## config.mk

```make
export PLATFORM = sky130hd
export DESIGN_NAME = hsv_to_rgb_converter
export DESIGN_NICKNAME = d
export VERILOG_FILES = /design/src/rtl/hsv2rgb_pkg.sv /design/src/rtl/hsv_to_rgb_converter.sv
export SDC_FILE = /design/constraint.sdc
export NUM_CORES = 2
export LEC_CHECK = 0
export BUFFER_PORTS_ARGS = -buffer_cell sky130_fd_sc_hd__buf_2
export CAP_MARGIN = 5
export CORE_MARGIN = 2
export CORE_UTILIZATION = 55
export DETAILED_ROUTE_END_ITERATION = 10
export GPL_TIMING_DRIVEN = 0
export PLACE_DENSITY_LB_ADDON = 0.2
export REMOVE_ABC_BUFFERS = 1
export SETUP_SLACK_MARGIN = 0.5
export SLEW_MARGIN = 20
export SYNTH_ARGS = -nofsm -noshare
export SYNTH_HDL_FRONTEND = slang
export SYNTH_SLANG_ARGS = --single-unit
```

## constraint.sdc

```tcl
create_clock -name i_clk -period 8.55 [get_ports i_clk]
set_input_delay 0.855 -clock i_clk [delete_from_list [all_inputs] [get_ports i_clk]]
set_output_delay 0.855 -clock i_clk [all_outputs]
set_load 0.1 [all_outputs]
```

## src/rtl/hsv2rgb_pkg.sv

```systemverilog
// ----------------------------------------------------------------------------
// hsv2rgb_pkg
// Shared types and constants for the HSV to RGB pixel converter.
// ----------------------------------------------------------------------------
package hsv2rgb_pkg;

    // Hue is in 1/16 degree, so one 60 degree sector spans 960 units.
    localparam int unsigned HUE_W        = 13;
    localparam int unsigned CH_W         = 8;
    localparam int unsigned SECTOR_UNITS = 960;
    localparam int unsigned FULL_TURN    = 5760;

    // Channel scale D = 255 * 960; scaled numerator fits 26 bits.
    localparam int unsigned SCALE_D = 255 * SECTOR_UNITS;
    localparam int unsigned A_W     = 18;   // D - S*j, at most D
    localparam int unsigned NUM_W   = 26;   // V*(D - S*j) + D/2

    // Reciprocal of D for the constant divide: q ~= (x * RECIP) >> RECIP_SHIFT.
    // Estimate is q or q-1; one compare and add fixes it.
    localparam int unsigned RECIP_SHIFT = 44;
    localparam int unsigned RECIP_W     = 27;
    localparam logic [RECIP_W-1:0] RECIP =
        RECIP_W'((64'd1 << RECIP_SHIFT) / 64'(SCALE_D));

    // Sector code: which channel carries chroma / secondary / nothing.
    typedef enum logic [2:0] {
        SEC_RGB = 3'd0,     // R chroma, G secondary, B empty
        SEC_GRB = 3'd1,
        SEC_GBR = 3'd2,
        SEC_BGR = 3'd3,
        SEC_BRG = 3'd4,
        SEC_RBG = 3'd5
    } t_sector;

    typedef struct packed {
        logic [HUE_W-1:0] hue;
        logic [CH_W-1:0]  saturation;
        logic [CH_W-1:0]  brightness;
    } t_hsv;

    typedef struct packed {
        logic [CH_W-1:0] red;
        logic [CH_W-1:0] green;
        logic [CH_W-1:0] blue;
    } t_rgb;

endpackage

```

## src/rtl/hsv_to_rgb_converter.sv

```systemverilog
// ----------------------------------------------------------------------------
// hsv_to_rgb_converter
// Five-stage pipelined HSV to 8-bit RGB pixel converter.
// ----------------------------------------------------------------------------
// Usage:
//   Input channel: drive i_hsv and raise start; the beat is taken on any
//   rising edge where start is high and busy is low. busy is high only
//   during reset and the first cycle after it; afterwards it stays low, so
//   a new pixel may enter on every clock.
//   Output channel: o_done pulses for one cycle with the pixel on o_rgb.
//   The receiver has no backpressure and must take the beat in that cycle.
//   Throughput: one pixel per clock.
//   Pipeline: sector decode | S*j | V*(D-S*j) | reciprocal multiply |
//   quotient fix-up and channel mux. The reciprocal multiply (26x27 bits)
//   sets the stage balance.
//   Reset (i_rst_n low, synchronous) clears all valid bits; pixels in
//   flight are dropped and no result beat is produced for them.
//   Hues of 360 degrees and above wrap once by 360 degrees.
// ----------------------------------------------------------------------------
module hsv_to_rgb_converter
    import hsv2rgb_pkg::*;
(
    input  logic i_clk,
    input  logic i_rst_n,
    input  logic start,
    input  t_hsv i_hsv,
    output logic busy,
    output logic o_done,
    output t_rgb o_rgb
);

    localparam int unsigned J_W = 10;   // j in 0..960
    localparam int unsigned NL  = 2;    // lanes: 0 secondary, 1 empty

    // ---------------- control: busy and valid chain ----------------
    logic       r_busy;
    logic [4:0] r_vld;
    logic       accept;

    assign accept = start && !r_busy;
    assign busy   = r_busy;
    assign o_done = r_vld[4];

    always_ff @(posedge i_clk) begin
        if (!i_rst_n) begin
            r_busy <= 1'b1;
            r_vld  <= '0;
        end else begin
            r_busy <= 1'b0;
            r_vld  <= {r_vld[3:0], accept};
        end
    end

    // ---------------- stage 1: wrap hue, find sector and j ----------------
    logic [HUE_W-1:0] n_hw;
    t_sector          n_sec;
    logic [HUE_W-1:0] n_base;
    logic [J_W-1:0]   n_f;
    logic [J_W-1:0]   n_jx;

    always_comb begin
        n_hw = (i_hsv.hue >= HUE_W'(FULL_TURN)) ? i_hsv.hue - HUE_W'(FULL_TURN)
                                                : i_hsv.hue;
        if (n_hw >= HUE_W'(5 * SECTOR_UNITS)) begin
            n_sec = SEC_RBG;
        end else if (n_hw >= HUE_W'(4 * SECTOR_UNITS)) begin
            n_sec = SEC_BRG;
        end else if (n_hw >= HUE_W'(3 * SECTOR_UNITS)) begin
            n_sec = SEC_BGR;
        end else if (n_hw >= HUE_W'(2 * SECTOR_UNITS)) begin
            n_sec = SEC_GBR;
        end else if (n_hw >= HUE_W'(SECTOR_UNITS)) begin
            n_sec = SEC_GRB;
        end else begin
            n_sec = SEC_RGB;
        end
        case (n_sec)
            SEC_RGB: n_base = '0;
            SEC_GRB: n_base = HUE_W'(SECTOR_UNITS);
            SEC_GBR: n_base = HUE_W'(2 * SECTOR_UNITS);
            SEC_BGR: n_base = HUE_W'(3 * SECTOR_UNITS);
            SEC_BRG: n_base = HUE_W'(4 * SECTOR_UNITS);
            SEC_RBG: n_base = HUE_W'(5 * SECTOR_UNITS);
            default: n_base = '0;
        endcase
        n_f  = J_W'(n_hw - n_base);
        // odd sectors fall, even sectors rise
        n_jx = n_sec[0] ? n_f : J_W'(SECTOR_UNITS) - n_f;
    end

    t_sector        r_sec1, r_sec2, r_sec3, r_sec4;
    logic [CH_W-1:0] r_v1, r_v2, r_v3, r_v4;
    logic [CH_W-1:0] r_s1;
    logic [J_W-1:0]  r_jx1;

    // ---------------- stage 2: a = D - S*j ----------------
    logic [NL-1:0][A_W-1:0] n_a, r_a2;
    // ---------------- stage 3: x = V*a + D/2 ----------------
    logic [NL-1:0][NUM_W-1:0] n_x, r_x3, r_x4;
    // ---------------- stage 4: quotient estimate ----------------
    logic [NL-1:0][NUM_W+RECIP_W-1:0] n_prod;
    logic [NL-1:0][CH_W-1:0]          r_qe4;
    // ---------------- stage 5: fix-up ----------------
    logic [NL-1:0][NUM_W-1:0] n_rem;
    logic [NL-1:0][CH_W-1:0]  n_q;
    t_rgb                     n_rgb, r_rgb;

    always_comb begin
        n_a[0] = A_W'(SCALE_D) - A_W'(r_s1 * r_jx1);
        n_a[1] = A_W'(SCALE_D) - A_W'(r_s1 * J_W'(SECTOR_UNITS));
        for (int i = 0; i < NL; i++) begin
            n_x[i]    = NUM_W'(r_v2 * r_a2[i]) + NUM_W'(SCALE_D / 2);
            n_prod[i] = r_x3[i] * RECIP;
            n_rem[i]  = r_x4[i] - NUM_W'(r_qe4[i] * A_W'(SCALE_D));
            n_q[i]    = (n_rem[i] >= NUM_W'(SCALE_D)) ? r_qe4[i] + CH_W'(1)
                                                       : r_qe4[i];
        end
        // chroma channel rounds to exactly V
        case (r_sec4)
            SEC_RGB: n_rgb = '{red: r_v4,   green: n_q[0], blue: n_q[1]};
            SEC_GRB: n_rgb = '{red: n_q[0], green: r_v4,   blue: n_q[1]};
            SEC_GBR: n_rgb = '{red: n_q[1], green: r_v4,   blue: n_q[0]};
            SEC_BGR: n_rgb = '{red: n_q[1], green: n_q[0], blue: r_v4};
            SEC_BRG: n_rgb = '{red: n_q[0], green: n_q[1], blue: r_v4};
            default: n_rgb = '{red: r_v4,   green: n_q[1], blue: n_q[0]};
        endcase
    end

    always_ff @(posedge i_clk) begin
        r_sec1 <= n_sec;
        r_v1   <= i_hsv.brightness;
        r_s1   <= i_hsv.saturation;
        r_jx1  <= n_jx;

        r_sec2 <= r_sec1;
        r_v2   <= r_v1;
        r_a2   <= n_a;

        r_sec3 <= r_sec2;
        r_v3   <= r_v2;
        r_x3   <= n_x;

        r_sec4 <= r_sec3;
        r_v4   <= r_v3;
        r_x4   <= r_x3;
        for (int i = 0; i < NL; i++) begin
            r_qe4[i] <= n_prod[i][RECIP_SHIFT +: CH_W];
        end

        r_rgb  <= n_rgb;
    end

    assign o_rgb = r_rgb;

`ifndef ASSERT_OFF
    // Every result beat traces back to an accepted pixel.
    a_done_has_source: assert property (@(posedge i_clk) disable iff (!i_rst_n)
        o_done |-> $past(start && !busy, 5))
        else $error("result beat without matching input beat");

    // Zero saturation gives a grey pixel.
    a_grey: assert property (@(posedge i_clk) disable iff (!i_rst_n)
        (o_done && $past(i_hsv.saturation, 5) == '0) |->
            (o_rgb.red == o_rgb.green && o_rgb.green == o_rgb.blue))
        else $error("zero saturation did not give grey");

    // Largest channel equals the HSV value; none exceeds it.
    a_max_is_value: assert property (@(posedge i_clk) disable iff (!i_rst_n)
        o_done |->
            (o_rgb.red   <= $past(i_hsv.brightness, 5) &&
             o_rgb.green <= $past(i_hsv.brightness, 5) &&
             o_rgb.blue  <= $past(i_hsv.brightness, 5) &&
             (o_rgb.red   == $past(i_hsv.brightness, 5) ||
              o_rgb.green == $past(i_hsv.brightness, 5) ||
              o_rgb.blue  == $past(i_hsv.brightness, 5))))
        else $error("channel bound by value violated");

    // Once out of reset the pipeline never refuses a beat.
    a_busy_stays_low: assert property (@(posedge i_clk) disable iff (!i_rst_n)
        !busy |=> !busy)
        else $error("busy rose outside reset");
`endif

endmodule
```

# == Word-level counts from Yosys, hierarchy flattened ==
# Cells that the tools add are included.
# word_totals
ff_bits,248
input_bits,32
out_inout_bits,26
wordCells,74
# classes
addsub,11
mul,8
order_cmp,8
eq_ne,9
n_mux,12
reduce_logical,3
# ops
op,count
one-hot mux 24 bit (5 select lines),1
multiplier 26 x 27 -> 52 bit (second input constant),2
adder 26 x 17 -> 26 bit (second input constant),2
>= comparator 26 x 18 -> 1 bit (second input constant),2
multiplier 8 x 18 -> 26 bit,2
subtractor 26 bit,2
one-hot mux 10 bit (5 select lines),1
multiplier 8 x 12 -> 20 bit (second input constant),2
subtractor 18 bit (first input constant),2
>= comparator 13 x 12 -> 1 bit (second input constant),2
>= comparator 13 bit (second input constant),2
multiplier 8 x 10 -> 18 bit,1
adder 8 x 1 -> 8 bit (second input constant),2
two-way mux 8 bit,2
>= comparator 13 x 10 -> 1 bit (second input constant),1
>= comparator 13 x 11 -> 1 bit (second input constant),1
two-way mux 13 bit,1
subtractor 13 bit (second input constant),1
== test 3 x 2 -> 1 bit (second input constant),4
multiplier 8 x 4 -> 12 bit (second input constant),1
two-way mux 10 bit,1
subtractor 10 bit,1
subtractor 10 bit (first input constant),1
== test 3 bit (second input constant),3
other kinds (7),11

# == Logic depth before layout (Yosys ltp) ==
# logic_depth
depth_word,13
mapped_depth,29

# == Worst setup path after synthesis ==
# OpenSTA, ideal clock, no wires.
# synth_timing
path_type,register -> register
start,reg r_qe4[14] (netlist bit)
end,"reg r_rgb, in the netlist o_rgb[7]"
arrival_ps,6481
t_required_ps,8434
slack_ps,1953
path_stages_with_launch,28
path_cell_list,dfxtp_1 > fa_1 > inv_1 > fa_1 > inv_1 > fa_1 > inv_1 > fa_1 > inv_1 > ha_1 > a21oi_1 > nor2b_1 > o21a_1 > o21ai_0 > nand2_1 > a21oi_1 > xor2_1 > ha_1 > o2111ai_1 > a211oi_1 > a21oi_1 > and4_1 > or3_1 > a21o_1 > and4_1 > a211o_1 > mux2_2 > o211a_1
# synth_lines
element,line_no,text
"start, declared",hsv_to_rgb_converter.sv:102,logic [NL-1:0][CH_W-1:0] r_qe4;
"start signal, assigned by index",hsv_to_rgb_converter.sv:147,r_qe4[i] <= n_prod[i][RECIP_SHIFT +: CH_W];
"end signal, assigned",hsv_to_rgb_converter.sv:150,r_rgb <= n_rgb;
"end, declared",hsv_to_rgb_converter.sv:106,"t_rgb n_rgb, r_rgb;"

==> qor.yml <==
status: "finished, final reports clean"
cts_resized: 0
fmax_ghz: 0.1329
synthFlopType: "dfxtp_1"
dp_hpwl_mm: 63.31
dieArea_sq_um: 69410
grt_setup_unrepaired: "no"
antenna_found_initial: 1
worstSetupPathType: "reg -> reg"
pin_count: 58
yosys_warnings: 0
cts_buffer_depth: 3
drive_above_1_share_pct: 4.102
n_antenna_cell: 0
drt_wl_total_mm: 76.17
clock_latency_ns: 0.59
nNetsFinal: 5261
drc: 0
met1_usage_pct: 31.78
yosys.area.top_type: "fa_1"
slew_viol_final: 0
viasPerCell: 5.218
cts_max_level: 1
grt_usage_pct: 23.34
final_common_cell: "inv_1"
dr.pass1.iters: 7
core-area_sq_um: 66920
hold_class: "reg -> reg"
critical_path_buf_inv_count: 2
worst_pin_slew_ns: 1.094
grt.busiest_layer: "met2"
synthTopCellsByArea: "fa_1 (30%), ha_1 (26%), dfxtp_1 (12%), inv_1 (9.2%), nand2_1 (2.8%)"
fin_skew_ns: 0.01856
drtIter0Drc: 1165
setup_viol: 0
grt_util_met2_pct: 39.90
synth_cells: 3868
cts-root-buf: "clkbuf_16"
synth-edff-count: 0
post-route-period-util_pct: 87.98
grt_pass1_vias: 26543
overflow: 0
die_h_um: 263.5
layout_common_cells: "inv_1 (908), ha_1 (768), fa_1 (556)"
drv_cap: 0
startpoint_type: "flop"
cp_top_family: "adder cells"
port_buffers: 57
wl_per_cell_um: 15.88
crit_path_frequent_cell: "a21oi_1"
clk_pin_slew_worst_paths_ns: 0.06
die_w_um: 263.5
cts_tree: "built"
synth_cell_types: 91
synth_area_sq_um: 37030
start_util_pct: 55.33
place_congestion: 0.8776
area_growth_pct: 5.697
synth-async-reset-ratio_pct: 0
critPathMaxFanout: 7
tns_ns: 0
slew_headroom_pct: 26.94
hold_buffers: 0
seq_area_frac_synth_pct: 12.11
num_rows: 95
ant_nets: 0
post_cts_buffers: 0
yosys_register_bits: 224
postSynthAreaPerCell_sq_um: 9.573
grt_pass1_wl_mm: 132.3
slowest_stage: "dfxtp_1"
cp.required_ns: 9.00
cp.arrival_ns: 7.98
grt_util_met3_pct: 2.787
synth_top_cell_area_share_pct: 30.06
cp-end-kind: "flop"
vias: 25035
grt_max_degree: 36
fin_crit_ns: 7.523
cpPeakStageDelay_ns: 0.56
hold_viol_final: 0
clkSinkCount: 224
cts_made_buffers: 28
-- area by class of cell --
class,instances,area [sq um]
Multi-Input combinational cell,2684,28930
Fill cell,5899,27780
Sequential cell,224,4496
Inverter,910,3416
Tap cell,873,1092
Clock buffer,34,774.5
Timing Repair Buffer,57,285.3
Clock inverter,16,138.9
-- synthesized netlist by cell type, drive strengths merged, types with 4 or more instances --
| cell type | n |
|---|---|
| a22oi | 4 |
| o31ai | 14 |
| a21oi | 107 |
| a31o | 5 |
| nand3b | 6 |
| nor3b | 7 |
| clkbuf | 46 |
| a21boi | 15 |
| nand2b | 23 |
| dfxtp | 224 |
| mux2i | 5 |
| ha | 768 |
| o311ai | 7 |
| nand3 | 35 |
| o22ai | 7 |
| nor2 | 115 |
| o211a | 7 |
| a211oi | 14 |
| o2111ai | 7 |
| nor4 | 4 |
| o21bai | 8 |
| nor2b | 25 |
| and4 | 9 |
| and2 | 163 |
| and3 | 12 |
| buf | 4 |
| fa | 556 |
| nor3 | 31 |
| a2111oi | 7 |
| o21a | 18 |
| or3 | 9 |
| a31oi | 18 |
| xnor2 | 97 |
| o211ai | 21 |
| nand2 | 280 |
| a211o | 9 |
| o21ai | 107 |
| or4 | 4 |
| nand4 | 16 |
| xor2 | 52 |
| a21o | 42 |
| inv | 908 |
| or2 | 9 |
| a311oi | 5 |
-- path summary, 6_finish.rpt --
check	slack, ns	end	from	depth (start not counted)
setup / recovery	1.03	o_rgb[1]	r_qe4[11]	29
hold / removal	0.32	r_v4[6]	r_v3[6]	0
setup reg to reg	1.03	o_rgb[1]	r_qe4[11]	29
hold reg to reg	0.32	r_v4[6]	r_v3[6]	0
-- sequential cells by signal, indices dropped and copies added, names as in the netlist, 10 cells and up --
| signal | count |
|---|---|
| r_qe4 | 16 |
| r_x3 | 46 |
| r_jx1 | 10 |
| r_a2 | 30 |
| r_x4 | 40 |
| o_rgb | 24 |
-- per-stage QoR --
step                hold WS (ns)  cell area, sq um  instances  setup WS, ns  util (%)
global route              0.3246             39140       4798        0.5427     58.48
finish                    0.3186             39140       4798         1.027     58.48
CTS                       0.3202             39130       4798         1.004     58.48
global placement          0.3098             38210       4748         1.074     57.10
detailed placement        0.3120             38220       4748         1.020     57.11
floorplan                 0.3096             36830       3818         1.948         -
-- logic make-up after synthesis --
family / Yosys count / synth area share [%]
adders and majority gates: 1324 / 56.01
buffers and inverters: 960 / 9.746
and+or+nand+nor: 753 / 10.07
AOI/OAI and AO/OA: 450 / 8.249
DFF: 224 / 12.11
xor gates and xnor gates: 149 / 3.585
muxes: 8 / 0.2264
-- metal layers --
layer  share of wire, %  routed length, um
met5                  0                  0
met4                2.3               1751
met3                3.9               2955
met2                 47              36010
met1                 47              35450
Power is left out: the tool's default activity adds up to more than one toggle a clock period on the data nets, which glitch-free logic cannot reach.
